File: src/rtl/gcb_pkg.sv
// Shared types, constants and elaboration-time helpers for the bearing block.
// Used by every module in rtl; depends on nothing else.
`timescale 1ns / 1ps

package gcb_pkg;

    // fixed-point format and CORDIC depth
    localparam int FRAC   = 30;
    localparam int ITERS  = 32;
    localparam int AW     = 34;          // rotation datapath and product width
    localparam int VW     = 36;          // vectoring datapath width
    localparam int SC_LAT  = ITERS + 2;  // sin/cos unit latency
    localparam int VEC_LAT = ITERS + 4;  // atan2 and conversion latency
    localparam int MUL_LAT = 5;          // product stages between the units
    localparam int RAD_LAT = 2;          // microdegree to radian stages

    // status codes
    localparam logic [1:0] ST_OK    = 2'd0;
    localparam logic [1:0] ST_RANGE = 2'd1;
    localparam logic [1:0] ST_NEAR  = 2'd2;

    // configuration register indexes
    localparam logic [1:0] CFG_TLAT = 2'd0;
    localparam logic [1:0] CFG_TLON = 2'd1;
    localparam logic [1:0] CFG_THR  = 2'd2;

    localparam int UDEG_90  = 90000000;
    localparam int UDEG_180 = 180000000;
    localparam int UDEG_360 = 360000000;

    localparam longint unsigned PI_Q60   = 64'h3243F6A8885A308D;
    localparam longint unsigned GAIN_DEC = 64'd607252935008881256;
    localparam longint unsigned DEC_ONE  = 64'd1000000000000000000;

    // floor(n * 2^sh / d), n < d < 2^63
    function automatic longint unsigned ratio_shift(longint unsigned n, int sh,
                                                    longint unsigned d);
        longint unsigned q;
        longint unsigned r;
        q = 64'd0;
        r = n;
        for (int i = 0; i < sh; i++) begin
            r = r << 1;
            q = q << 1;
            if (r >= d) begin
                r = r - d;
                q = q | 64'd1;
            end
        end
        return q;
    endfunction

    // restoring long division, elaboration only
    function automatic longint unsigned long_div(longint unsigned n, longint unsigned d);
        longint unsigned q;
        longint unsigned r;
        q = 64'd0;
        r = 64'd0;
        for (int b = 63; b >= 0; b--) begin
            r = (r << 1) | ((n >> b) & 64'd1);
            if (r >= d) begin
                r = r - d;
                q = q | (64'd1 << b);
            end
        end
        return q;
    endfunction

    // atan(2^-i) in QFRAC: Q62 Taylor sum, rounded half up
    function automatic logic signed [VW-1:0] atan_entry(int i);
        longint unsigned q;
        longint unsigned term;
        int e;
        q = 64'd0;
        if (i == 0) begin
            q = PI_Q60;
        end else begin
            for (int k = 0; k < 32; k++) begin
                e = i * (2 * k + 1);
                if (e <= 62) begin
                    term = long_div(64'd1 << (62 - e), longint'(2 * k + 1));
                    if ((k & 1) != 0) q = q - term;
                    else              q = q + term;
                end
            end
        end
        return VW'((q + (64'd1 << (61 - FRAC))) >> (62 - FRAC));
    endfunction

    localparam longint unsigned PI_F_U = (PI_Q60 + (64'd1 << (59 - FRAC))) >> (60 - FRAC);
    localparam logic signed [VW-1:0] PI_F    = VW'(PI_F_U);
    localparam logic signed [AW-1:0] PI_F_A  = AW'(PI_F_U);
    localparam logic signed [AW-1:0] PI_HALF = AW'(PI_F_U >> 1);
    localparam logic signed [AW-1:0] GAIN    = AW'(ratio_shift(GAIN_DEC, FRAC, DEC_ONE));
    localparam logic [34:0] K60  = 35'(PI_Q60 / 64'd180000000);
    localparam logic [57:0] C32  = 58'(ratio_shift(64'd180000000, 92, PI_Q60));

    // magnitude of a product operand; CORDIC outputs stay well below 2^31
    function automatic logic [31:0] mag32(logic signed [AW-1:0] v);
        logic signed [AW-1:0] a;
        a = v[AW-1] ? -v : v;
        return a[31:0];
    endfunction

    // round a Q2F magnitude half up to QF and restore the sign
    function automatic logic signed [AW-1:0] round_q(logic [63:0] p, logic neg);
        logic [63:0] s;
        logic signed [AW-1:0] q;
        s = p + (64'd1 << (FRAC - 1));
        q = AW'(s >> FRAC);
        return neg ? -q : q;
    endfunction

    // one item between front and back
    typedef struct packed {
        logic signed [27:0] lat;
        logic signed [28:0] dlon;
        logic signed [27:0] tlat;
        logic [1:0]         status;
    } t_item;

endpackage

File: src/rtl/gcb_front.sv
// Front end: range check, at-target check and longitude difference wrap.
// Depends on gcb_pkg.
`timescale 1ns / 1ps

module gcb_front (
    input  logic signed [27:0] i_lat,
    input  logic signed [28:0] i_lon,
    input  logic signed [27:0] i_tlat,
    input  logic signed [28:0] i_tlon,
    input  logic [19:0]        i_thr,
    output gcb_pkg::t_item     o_item
);

    logic signed [28:0] dlat;
    logic signed [29:0] dlonr;
    logic signed [29:0] dlonw;
    logic [28:0]        alat;
    logic [29:0]        alon;
    logic               out_range;
    logic               near;

    // raw differences for the at-target test, and the range check
    always_comb begin
        dlat  = 29'(i_lat) - 29'(i_tlat);
        dlonr = 30'(i_tlon) - 30'(i_lon);
        alat  = dlat[28] ? 29'(-dlat) : 29'(dlat);
        alon  = dlonr[29] ? 30'(-dlonr) : 30'(dlonr);
        near  = (alat < 29'(i_thr)) && (alon < 30'(i_thr));
        out_range = (i_lat > gcb_pkg::UDEG_90) || (i_lat < -gcb_pkg::UDEG_90) ||
                    (i_lon > gcb_pkg::UDEG_180) || (i_lon < -gcb_pkg::UDEG_180);
    end

    // wrap the longitude difference into one turn
    always_comb begin
        if (dlonr > gcb_pkg::UDEG_180) begin
            dlonw = 30'(dlonr - 30'(gcb_pkg::UDEG_360));
        end else if (dlonr < -gcb_pkg::UDEG_180) begin
            dlonw = 30'(dlonr + 30'(gcb_pkg::UDEG_360));
        end else begin
            dlonw = dlonr;
        end
    end

    always_comb begin
        o_item.lat  = i_lat;
        o_item.dlon = dlonw[28:0];
        o_item.tlat = i_tlat;
        if (out_range)  o_item.status = gcb_pkg::ST_RANGE;
        else if (near)  o_item.status = gcb_pkg::ST_NEAR;
        else            o_item.status = gcb_pkg::ST_OK;
    end

endmodule

File: config.mk
export PLATFORM = sky130hd
export DESIGN_NAME = gcb_front
export DESIGN_NICKNAME = d
export VERILOG_FILES = /design/src/rtl/gcb_pkg.sv /design/src/rtl/gcb_front.sv
export SDC_FILE = /design/constraint.sdc
export NUM_CORES = 1
export LEC_CHECK = 0
export ABC_CLOCK_PERIOD_IN_PS = 19000
export BUFFER_PORTS_ARGS = -buffer_cell sky130_fd_sc_hd__buf_2
export CORE_MARGIN = 4
export CORE_UTILIZATION = 45
export DETAILED_ROUTE_END_ITERATION = 10
export PLACE_DENSITY = 0.66
export REMOVE_ABC_BUFFERS = 1
export SLEW_MARGIN = 20
export SYNTH_ARGS = -nofsm -noshare
export SYNTH_HDL_FRONTEND = slang
export SYNTH_SLANG_ARGS = --single-unit
File: constraint.sdc
create_clock -name vclk -period 19
set_clock_uncertainty 0.1 [all_clocks]
set_input_delay 1.9 -clock vclk [all_inputs]
set_output_delay 1.9 -clock vclk [all_outputs]
set_load 0.01 [all_outputs]
# Yosys cells after proc, flatten, opt, wreduce, memory -nomap -nowiden

Index checks and enable logic that the tools add are counted.

Logic and storage cells: 24
Register bits: 0

Mux-type cells: 6
$add $sub $neg: 6
Reduce and logical (&&, ||, !) cells: 4
Order comparisons: 8

Operators with widths:

| cell                                                         | number |
|---|---|
| two-way mux 29 bit                                           | 3 |
| > comparator 30 x 29 -> 1 bit, second input constant         | 1 |
| less-than comparator 30 x 20 -> 1 bit                        | 1 |
| less-than comparator 30 x 29 -> 1 bit, second input constant | 1 |
| two-way mux 30 bit                                           | 1 |
| negator 30 bit                                               | 1 |
| subtractor 29 x 29 -> 30 bit                                 | 1 |
| adder 29 bit, second input constant                          | 1 |
| > comparator 29 bit, second input constant                   | 1 |
| less-than comparator 29 x 20 -> 1 bit                        | 1 |
| less-than comparator 29 bit, second input constant           | 1 |
| negator 29 bit                                               | 1 |
| subtractor 28 x 28 -> 29 bit                                 | 1 |
| subtractor 29 bit, second input constant                     | 1 |
| > comparator 28 bit, second input constant                   | 1 |
| less-than comparator 28 bit, second input constant           | 1 |
| two-way mux 2 bit                                            | 2 |
| logical OR 1 bit                                             | 3 |
| logical AND 1 bit                                            | 1 |

# Depth between registers and ports, before layout

Depth after elaboration: 7
Depth in mapped cells: 28

# Worst setup path after synthesis

OpenSTA, ideal clock, no wires.

Kind: input to output
From: input port i_lon[3]
To: output port o_item[1] (netlist bit)
Stages on the path: 28
Buffers on the path: 5
Setup slack: 10.055 ns
Data arrival time: 6.945 ns
Path through: inv_1 -> ha_1 -> buf_6 -> a21o_1 -> a21oi_2 -> a2111oi_1 -> or2_1 -> buf_2 -> o21a_1 -> o2111ai_1 -> and2_1 -> clkbuf_1 -> buf_6 -> clkbuf_1 -> o21ai_0 -> xnor2_1 -> ha_1 -> a21o_1 -> a21o_1 -> a21oi_1 -> o21ai_0 -> a31oi_1 -> o21ai_0 -> or4_1 -> a2111oi_0 -> nand4_1 -> nor4_1 -> and4_1

RTL lines:

| element     | line            | RTL |
|---|---|---|
| from (decl) | gcb_front.sv:7  | `input logic signed [28:0] i_lon,` |
| to (decl)   | gcb_front.sv:11 | `output gcb_pkg::t_item o_item` |

==> summary.md <==
| Metric | Value |
|---|---|
| GR Overflow Total | 0 |
| Largest area contributor in the netlist | ha_1 |
| Routed wire length per instance | roughly 15 um |
| Netlist Area Pre-Place | ~8200 sq um |
| Final hold violations | 0 |
| VDD IR max | around 0.056 mV |
| Largest net degree at the start of global routing | 25 |
| DR DRC count | 0 |
| Net Sw Frac | 0.5922 |
| Vias in the first global route | 8319 |
| Vias | ~9200 |
| Post-layout net count | approximately 1600 |
| WL final | 23.98 mm |
| CTS Hold Bufs | 0 |
| Core area | about 18000 sq um |
| RSZ-0062 raised after global routing | false |
| Detailed placement HPWL | 20.49 mm |
| CLK BUF | 0 |
| Post-Syn Area per Cell | between 6 and 7 sq um |
| IO buf count | between 200 and 250 |
| Worst path arrival time | 8.02 ns |
| Largest family of logic cells by synthesized area | compound AO/OA/AOI/OAI gates |
| Power Density | 54.49 nW/um^2 |
| Leak Pwr | roughly 4.2 nW |
| Top cells by area, synth | ha_1 15%, xnor2_1 7.4%, a21oi_1 6.7%, buf_4 5.7%, o21ai_0 5.1% |
| Period utilization | 0.5274 |
| Clock share of power | 0 |
| Synth Area in Compound Gates | 0.3531 |
| Mux cell area share after synthesis | 0.01133 |
| Detailed Routing Iterations Pass 1 | 5 |
| Slew Viols, Final | 0 |
| Final Wtd Congestion | 0.9218 |
| Initial antenna violation count | 0 |
| First-pass GRT wire length | about 40 mm |
| Most common cell in the netlist | a21oi_1 |
| Post-synth top cells | 109 x a21oi_1, 106 x inv_1, 100 x ha_1 |
| Internal | slightly below 0.2 mW |
| Sequential fraction of the synthesis area | 0 |
| Post-synth top area share | 0.1531 |
| Final ANT Viol Nets | 0 |
| Synth warnings | 0 |
| Initial Util | 0.4565 |
| Max Fclk | ~100 MHz |
| Comb power frac | 1.000 |
| Post-DR vias/cell | roughly 5.9 |
| Die height | roughly 140 um |
| Die X | about 140 um |
| Post-Synth Simple-Gate Area | 0.2488 |
| Crit start category | input port |
| Crit path kind | in -> out |
| # rows | 49 |
| Post-Synth XOR/XNOR Area | 0.09616 |
| I/O pin count | 221 |
| Layout cells sized above 1 | 0.2095 |
| Synth Area in Adders | 0.1580 |
| Buffers inserted by post-CTS timing repair | 0 |
| CP Data Required Time | roughly 17 ns |
| Rel. slew slack | 0.3427 |
| Status | finished, final reports clean |
| Worst-margin pin slew | 0.9840 ns |
| Max FO, Critical Path | 11 |
| Post-cts gate resize count | 0 |
| Ant diodes | 0 |
| Initial DRC count | between 500 and 600 |
| Sequential share of power | 0 |
| Setup violators final | 0 |
| Min-Delay Path Class | in -> out |
| Yosys cell types | 100 |
| Sequential cell count | 0 |
| Register Area | 0 sq um |
| Minimum clock period | approximately 10 ns |
| Total die area | between 20000 and 25000 sq um |
| CP Capture Type | output port |
| Hold WS | 3.900 ns |
| Setup TNS | 0 ns |
| Area growth, synth to finish | 9.263% |
| Max_cap viols | 0 |
| Switching power | 0.2881 mW |
| Mapped Cells | between 1000 and 1500 |
| Tot GR Track Use | 0.2218 |
per-layer routing:
metal	vias up	wire length, um	track usage
met3	18	1203	0.002679
met5	-	0	0
li1	4654	-	-
met2	270	10920	0.3704
met1	4208	11630	0.3322
met4	0	226	0.02001
final timing paths:
| check | start | to | cells after the start | slack (ns) |
|---|---|---|---|---|
| max | i_lat[0] | o_item[1] | 28 | 8.98 |
| min | i_tlat[3] | o_item[5] | 2 | 3.90 |
kinds of logic after synthesis:
logic type                 count (synthesis)
buffers and inverters                    214
muxes                                      9
adders and majority gates                102
AOI/OAI and AO/OA                        420
xor gates and xnor gates                  88
and+or+nand+nor                          374
critical path, stage by stage:
cell and delay, ns:
buf_2 0.11, inv_1 0.06, ha_1 0.22, fa_1 0.39, nand2b_1 0.20, a211o_1 0.35, a21oi_1 0.42, o21a_1 0.31
a21oi_1 0.12, o221ai_1 0.21, a31o_2 0.20, and2_1 0.44, nor2_1 0.08, a21oi_1 0.20, ha_1 0.27, a21oi_1 0.14
nor2b_1 0.06, o21ai_0 0.15, a21oi_1 0.09, o21ai_0 0.17, a211o_1 0.20, a31oi_1 0.12, or4_1 0.51, a2111oi_0 0.31
nand4_1 0.15, nor4_1 0.27, and4_1 0.23, buf_2 0.13
per-stage QoR:
stage	std cells	worst slack, ns	power (mW)	cell area, sq um	util
floorplan	1101	10.06	0.3400	7493	-
global placement	1556	9.148	0.4769	8929	0.4987
detailed placement	1556	9.069	0.4805	8929	0.4987
CTS	1556	9.015	0.4840	8929	0.4987
global route	1556	8.337	0.5459	8929	0.4987
finish	1556	8.980	0.4865	8929	0.4987
layout by cell type (no fill, tap or decap), types with 8 or more instances in the layout:
cell / count
a211oi_1: 12
a21o_1: 38
a21oi_1: 109
a22oi_1: 8
a31oi_1: 9
and2_1: 23
and3_1: 11
buf_2: 221
ha_1: 100
inv_1: 106
nand2_1: 89
nand2b_1: 17
nand3_1: 33
nand4_1: 17
nor2_1: 61
nor2b_1: 12
nor3_1: 30
nor4_1: 21
o2111ai_1: 8
o211ai_1: 19
o21a_1: 20
o21ai_0: 83
o31ai_1: 11
or3_1: 13
xnor2_1: 69
xor2_1: 17
power by group through the flow:
stage	clock network (mW)	registers [mW]	logic [mW]
6_report	0	0	0.487
5_1_grt	0	0	0.546
4_1_cts	0	0	0.484
3_3_place_gp	0	0	0.477
2_1_floorplan	0	0	0.340
3_5_place_dp	0	0	0.481
layout make-up:
cell class                 instances  area [sq um]
tap                              229         286.5
timing repair buffer             226          1144
inverter                         108         405.4
multi-input combinational        993          7093
fill                            1945          8974
Power figures use the tool's default switching activity.
