`config.mk`:
```
export PLATFORM = sky130hd
export DESIGN_NAME = gcb_queue
export DESIGN_NICKNAME = d
export VERILOG_FILES = /design/src/rtl/gcb_pkg.sv /design/src/rtl/gcb_queue.sv
export SDC_FILE = /design/constraint.sdc
export NUM_CORES = 1
export LEC_CHECK = 0
export BUFFER_PORTS_ARGS = -buffer_cell sky130_fd_sc_hd__buf_2
export CAP_MARGIN = 25
export CORE_UTILIZATION = 47
export CTS_BUF_LIST = sky130_fd_sc_hd__clkbuf_16
export DETAILED_ROUTE_END_ITERATION = 8
export GPL_TIMING_DRIVEN = 1
export PLACE_DENSITY = 0.76
export SYNTH_ARGS = -nofsm -noshare
export SYNTH_HDL_FRONTEND = slang
export SYNTH_SLANG_ARGS = --single-unit
```
`constraint.sdc`:
```
create_clock -name i_clk -period 5.15 [get_ports i_clk]
set_clock_uncertainty 0.2 [all_clocks]
set_input_delay 0.2575 -clock i_clk [delete_from_list [all_inputs] [get_ports i_clk]]
set_output_delay 0.2575 -clock i_clk [all_outputs]
set_load 0.01 [all_outputs]
```
`src/rtl/gcb_pkg.sv`:
```
// Shared types, constants and elaboration-time helpers for the bearing block.
// Used by every module in rtl; depends on nothing else.
`timescale 1ns / 1ps

package gcb_pkg;

    // fixed-point format and CORDIC depth
    localparam int FRAC   = 30;
    localparam int ITERS  = 32;
    localparam int AW     = 34;          // rotation datapath and product width
    localparam int VW     = 36;          // vectoring datapath width
    localparam int SC_LAT  = ITERS + 2;  // sin/cos unit latency
    localparam int VEC_LAT = ITERS + 4;  // atan2 and conversion latency
    localparam int MUL_LAT = 5;          // product stages between the units
    localparam int RAD_LAT = 2;          // microdegree to radian stages

    // status codes
    localparam logic [1:0] ST_OK    = 2'd0;
    localparam logic [1:0] ST_RANGE = 2'd1;
    localparam logic [1:0] ST_NEAR  = 2'd2;

    // configuration register indexes
    localparam logic [1:0] CFG_TLAT = 2'd0;
    localparam logic [1:0] CFG_TLON = 2'd1;
    localparam logic [1:0] CFG_THR  = 2'd2;

    localparam int UDEG_90  = 90000000;
    localparam int UDEG_180 = 180000000;
    localparam int UDEG_360 = 360000000;

    localparam longint unsigned PI_Q60   = 64'h3243F6A8885A308D;
    localparam longint unsigned GAIN_DEC = 64'd607252935008881256;
    localparam longint unsigned DEC_ONE  = 64'd1000000000000000000;

    // floor(n * 2^sh / d), n < d < 2^63
    function automatic longint unsigned ratio_shift(longint unsigned n, int sh,
                                                    longint unsigned d);
        longint unsigned q;
        longint unsigned r;
        q = 64'd0;
        r = n;
        for (int i = 0; i < sh; i++) begin
            r = r << 1;
            q = q << 1;
            if (r >= d) begin
                r = r - d;
                q = q | 64'd1;
            end
        end
        return q;
    endfunction

    // restoring long division, elaboration only
    function automatic longint unsigned long_div(longint unsigned n, longint unsigned d);
        longint unsigned q;
        longint unsigned r;
        q = 64'd0;
        r = 64'd0;
        for (int b = 63; b >= 0; b--) begin
            r = (r << 1) | ((n >> b) & 64'd1);
            if (r >= d) begin
                r = r - d;
                q = q | (64'd1 << b);
            end
        end
        return q;
    endfunction

    // atan(2^-i) in QFRAC: Q62 Taylor sum, rounded half up
    function automatic logic signed [VW-1:0] atan_entry(int i);
        longint unsigned q;
        longint unsigned term;
        int e;
        q = 64'd0;
        if (i == 0) begin
            q = PI_Q60;
        end else begin
            for (int k = 0; k < 32; k++) begin
                e = i * (2 * k + 1);
                if (e <= 62) begin
                    term = long_div(64'd1 << (62 - e), longint'(2 * k + 1));
                    if ((k & 1) != 0) q = q - term;
                    else              q = q + term;
                end
            end
        end
        return VW'((q + (64'd1 << (61 - FRAC))) >> (62 - FRAC));
    endfunction

    localparam longint unsigned PI_F_U = (PI_Q60 + (64'd1 << (59 - FRAC))) >> (60 - FRAC);
    localparam logic signed [VW-1:0] PI_F    = VW'(PI_F_U);
    localparam logic signed [AW-1:0] PI_F_A  = AW'(PI_F_U);
    localparam logic signed [AW-1:0] PI_HALF = AW'(PI_F_U >> 1);
    localparam logic signed [AW-1:0] GAIN    = AW'(ratio_shift(GAIN_DEC, FRAC, DEC_ONE));
    localparam logic [34:0] K60  = 35'(PI_Q60 / 64'd180000000);
    localparam logic [57:0] C32  = 58'(ratio_shift(64'd180000000, 92, PI_Q60));

    // magnitude of a product operand; CORDIC outputs stay well below 2^31
    function automatic logic [31:0] mag32(logic signed [AW-1:0] v);
        logic signed [AW-1:0] a;
        a = v[AW-1] ? -v : v;
        return a[31:0];
    endfunction

    // round a Q2F magnitude half up to QF and restore the sign
    function automatic logic signed [AW-1:0] round_q(logic [63:0] p, logic neg);
        logic [63:0] s;
        logic signed [AW-1:0] q;
        s = p + (64'd1 << (FRAC - 1));
        q = AW'(s >> FRAC);
        return neg ? -q : q;
    endfunction

    // one item between front and back
    typedef struct packed {
        logic signed [27:0] lat;
        logic signed [28:0] dlon;
        logic signed [27:0] tlat;
        logic [1:0]         status;
    } t_item;

endpackage

```
`src/rtl/gcb_queue.sv`:
```
// Two-entry request queue between the front end and the back end.
// Depends on gcb_pkg.
`timescale 1ns / 1ps

module gcb_queue (
    input  logic           i_clk,
    input  logic           i_rst_n,
    input  logic           i_push,
    input  gcb_pkg::t_item i_item,
    input  logic           i_pop,
    output logic           o_full,
    output logic           o_avail,
    output gcb_pkg::t_item o_item
);

    gcb_pkg::t_item r_mem [0:1];
    logic           r_wp;
    logic           r_rp;
    logic [1:0]     r_cnt;
    logic [1:0]     n_cnt;

    assign o_full  = (r_cnt == 2'd2);
    assign o_avail = (r_cnt != 2'd0);
    assign o_item  = r_mem[r_rp];

    always_comb begin
        n_cnt = r_cnt;
        if (i_push && !(i_pop && o_avail)) n_cnt = r_cnt + 2'd1;
        else if (!i_push && i_pop && o_avail) n_cnt = r_cnt - 2'd1;
    end

    // pointers and fill
    always_ff @(posedge i_clk) begin
        if (!i_rst_n) begin
            r_wp  <= 1'b0;
            r_rp  <= 1'b0;
            r_cnt <= 2'd0;
        end else begin
            if (i_push) r_wp <= ~r_wp;
            if (i_pop && o_avail) r_rp <= ~r_rp;
            r_cnt <= n_cnt;
        end
    end

    // storage
    always_ff @(posedge i_clk) begin
        if (i_push) r_mem[r_wp] <= i_item;
    end

endmodule

```
After elaboration in Yosys (flattened, before gate mapping)
Memory sizes are Yosys's and may differ from the RTL's. A register that Yosys moved wholly into a read port is not among the register bits.
Index checks and enable logic that the tools add are counted.
{ "op_classes": {"bitwise": 2, "mux": 6, "add_sub_neg": 2, "n_eq_ne": 1, "n_reduce_logical": 8} }
{ "op_table": {"columns": ["operator", "n"], "rows": [
  ["1-bit logical AND", 4],
  ["1-bit two-way mux", 4],
  ["2-bit two-way mux", 2],
  ["2-bit nonzero test", 2],
  ["2-bit by 1-bit adder with 2-bit output (second input constant)", 1],
  ["2-bit equality test (second input constant)", 1],
  ["1-bit logical NOT", 2],
  ["1-bit NOT", 2],
  ["2-bit by 1-bit subtractor with 2-bit output (second input constant)", 1]
]} }
{ "word_totals": {"input_bits": 91, "mem_bits_rw": 174, "output_inout_bits": 89, "n_memories": 1, "reg_bits": 4} }
{ "memory_table": {"columns": ["name", "words", "width", "rd", "rd_clocked_by_memory_dff", "write_ports", "line_no", "rtl"], "rows": [
  ["r_mem", 2, 87, 1, 1, 1, "gcb_queue.sv:16", "gcb_pkg::t_item r_mem [0:1];"]
]} }

Longest topological paths before layout
{ "depth": {"ltp_word": 5, "mapped_depth": 4, "ltp_nobuf": 3} }

Least setup slack after synthesis
Ideal clock, no wire load.
{ "synth_path": {"path_type": "flip-flop to flip-flop", "startpoint": "register r_wp", "endpoint": "memory r_mem[0][0] (netlist name) (enable)", "stages_incl_launch_ff": 2, "required_ps": 4406, "setup_time_ps": 544, "synth_period_minus_slack_ps": 4921, "path_slack_ps": 229, "t_arrival_ps": 4177, "n_path_buf": 0, "cell_sequence": "dfxtp_1 > nor2b_1"} }
{ "synth_rtl": {"columns": ["item", "line_no", "rtl"], "rows": [
  ["start, declared", "gcb_queue.sv:17", "logic r_wp;"],
  ["start signal, assigned", "gcb_queue.sv:39", "if (i_push) r_wp <= ~r_wp;"],
  ["end, declared", "gcb_queue.sv:16", null]
]} }
Straight into the memory's write port.

==> results.sh <==
export IMPL_run_status="completed"
export IMPL_maxClockFrequency_mhz=338
export IMPL_die_boundary_height_um=121
export IMPL_setup_ws_ps=2190
export IMPL_floorplan_core_area_mm2=0.0138
export IMPL_async_reset_ff_share_pct=0
export IMPL_timing_critical_path_required_ps=4690
export IMPL_timing_worst_slew_pin_value_ps=948
export IMPL_finalCriticalPeriod_ps=2960
export IMPL_synth_distinct_cells=19
export IMPL_grt_overflow_total=0
export IMPL_max_slew_margin_pct=36.7
export IMPL_cts_reportedPaths_clkPinSlew_ps=70
export IMPL_route_detailed_drc=0
export IMPL_number_of_vias_per_cell=4.80
export IMPL_p_leak_nw=3.52
export IMPL_clock_root_buffer="sky130_fd_sc_hd__clkbuf_16"
export IMPL_avgRoutedWirePerCell_um=17.1
export IMPL_worstSetupPathType="reg -> out"
export IMPL_number_of_cts_inserted_buffers=17
export IMPL_grt_pass1_vias=4015
export IMPL_hold_violations=0
export IMPL_layout_cells_most_common_list="sky130_fd_sc_hd__buf_2 (179), sky130_fd_sc_hd__edfxtp_1 (174), sky130_fd_sc_hd__dlygate4sd3_1 (89), sky130_fd_sc_hd__mux2_2 (57), sky130_fd_sc_hd__mux2_4 (30)"
export IMPL_initial_utilization_pct=47.9
export IMPL_fp_row_count=43
export IMPL_synth_nets=387
export IMPL_gp_congestion=0.710
export IMPL_clock_insertion_delay_at_the_later_pin_of_the_skew_report_ps=410
export IMPL_antenna_violating_nets_post_route=0
export IMPL_timing_max_transition_violations_final=0
export IMPL_grt_max_degree=58
export IMPL_ys_seq_area_share_pct=80.4
export IMPL_yosys_most_used_dff="sky130_fd_sc_hd__edfxtp_1"
export IMPL_layout_cell_share_with_drive_strength_beyond_1_pct=50.9
export IMPL_grt_pass1_wl_um=20000
export IMPL_cts_repair_resized=0
export IMPL_power_net_switching_w=0.000707
export IMPL_synth_cells=296
export IMPL_pwr_share_clk_pct=37.2
export IMPL_grt_antenna_before_repair=0
export IMPL_final_nets=667
export IMPL_worst_path_arrival_ps=2510
export IMPL_finalInstanceArea_mm2=0.00916
export IMPL_sw_frac_of_total_pct=21.5
export IMPL_tritoncts_clock_tree="done"
export IMPL_worstReg2RegEnd="r_mem[0][49]"
export IMPL_max_cap_viol_count=0
export IMPL_postSynthRegisterBits=179
export IMPL_timing_hold_worst_class="in -> reg"
export IMPL_place_worst_setup_slack_ps=2490
export IMPL_postCtsSetupBuffers=0
export IMPL_final_common_cell="sky130_fd_sc_hd__buf_2"
export IMPL_antenna_cells=0
export IMPL_worst_r2r_cell_count=2
export IMPL_finalCritPeriodShare_pct=57.5
export IMPL_dpl_instance_area_mm2=0.00770
export IMPL_syn_avg_cell_area_um2=22.4
export IMPL_ff2ff_setup_slack_ps=2660
export IMPL_drt_initial_drc_count=271
export IMPL_rsz0062_at_grt="false"
export IMPL_power_ir_vdd_worst_v=0.000252
export IMPL_synth_enable_flop_cells=174
export IMPL_endpoint_kind="output port"
export IMPL_drt_pre_antenna_iters=6
export IMPL_boundaryPins=180
export IMPL_worstSetupStartpointType="flop"
export IMPL_layout_area_overhead_vs_synth_pct=38.3
export IMPL_synthesis_warnings=0
export IMPL_power_density_cell_area_mw_per_mm2=359
export IMPL_cts_max_path_buffers=2
export IMPL_setup_viol_count_final=0
export IMPL_cts_sinks=179
export IMPL_global_route_usage_total_pct=18.6
export IMPL_timing_critical_path_fanout_max=46
export IMPL_share_comb_of_total_power_pct=10.7
export IMPL_clock_tree_htree_level_count=4
export IMPL_worstSetupEndpoint="o_item[35]"
export IMPL_fin_tns_setup_ps=0
export IMPL_die_w_um=121
export IMPL_cell_internal_pwr_w=0.00259
export IMPL_critical_path_reg2reg_startpoint="r_wp"
export IMPL_via_count=3693
export IMPL_dpl_hpwl_um=7220
export IMPL_synthesis_area_mm2=0.00663
export IMPL_port_buffers=179
export IMPL_die_area_mm2=0.0146
export IMPL_postCtsHoldBufs=89
export IMPL_sequential_share_of_power_pct=52.0
export IMPL_postRouteWirelength_um=13100
## stage by stage
stage | power [W] | hold slack [ps] | std cells | util (%)
global placement | 0.00203 | 244 | 648 | 55.7
detailed placement | 0.00204 | 249 | 648 | 55.7
global route | 0.00341 | 51.6 | 769 | 66.3
CTS | 0.00331 | 6.00 | 769 | 66.3
floorplan | 0.00192 | 156 | 296 | -
finish | 0.00329 | 35.0 | 769 | 66.3
## cell type report
cell class                      count  area [um2]
Sequential cell                   179        5330
Fill cell                         930        4660
Timing Repair Buffer              271        1810
Multi-Input combinational cell    107        1230
Clock buffer                       17         425
Tap cell                          180         225
Clock inverter                     15         145
## cell families after synthesis
family	after synthesis	share of synthesized area, %
XOR/XNOR	1	0.132
AND/OR/NAND/NOR	13	1.19
AO/OA/AOI/OAI	5	0.453
buffers and inverters	10	1.23
flip-flops	179	80.4
multiplexers	88	16.6
## routing by layer
layer,up-vias,global-route usage (%),part of all wire [%]
met3,14,5.14,5.7
met2,137,32.8,53
met4,0,7.64,1.2
met1,1802,21.3,40
met5,-,0,0
li1,1740,-,-
## worst max-delay path, cell delays in order, from the launching register on
cell and delay (ps):
sky130_fd_sc_hd__dfxtp_4 820, sky130_fd_sc_hd__buf_4 650, sky130_fd_sc_hd__mux2_2 430, sky130_fd_sc_hd__buf_2 150
## registers in the layout (all words and copies together), names as in the netlist, named ones only
name   flops
r_mem    174
r_cnt      2
r_rp       1
r_wp       1
## cells in the mapped netlist, types with 2 or more instances
| master | count | share of area, % |
|---|---|---|
| sky130_fd_sc_hd__and2_1 | 3 | 0.28 |
| sky130_fd_sc_hd__dfxtp_1 | 5 | 1.5 |
| sky130_fd_sc_hd__edfxtp_1 | 174 | 79 |
| sky130_fd_sc_hd__nor2b_1 | 4 | 0.38 |
| sky130_fd_sc_hd__a21oi_1 | 2 | 0.15 |
| sky130_fd_sc_hd__buf_6 | 5 | 0.85 |
| sky130_fd_sc_hd__buf_2 | 5 | 0.38 |
| sky130_fd_sc_hd__mux2_4 | 30 | 6.8 |
| sky130_fd_sc_hd__nand2b_1 | 2 | 0.19 |
| sky130_fd_sc_hd__mux2_2 | 57 | 9.7 |
## worst min-delay path by stage
stage	depth (start not counted)	slack, ps	to	startpoint
after floorplan	0	160	r_mem[0][0]	i_item[0]
after global placement	1	240	r_mem[0][24]	i_item[24]
after detailed placement	1	250	r_mem[1][8]	i_item[8]
after CTS	3	6	r_cnt[0]	i_pop
after global routing	4	50	r_cnt[1]	i_pop
final	4	40	r_cnt[1]	i_pop
## power groups by stage
stage / Sequential [W] / Combinational [W] / Clock, W
final: 0.00171 / 0.000354 / 0.00123
after detailed placement: 0.00174 / 0.000299 / 0
after CTS: 0.00171 / 0.000352 / 0.00124
after floorplan: 0.00173 / 0.000184 / 0
after global placement: 0.00174 / 0.000293 / 0
after global routing: 0.00172 / 0.000380 / 0.00131
Note: power is estimated with default switching activity, not from simulation.
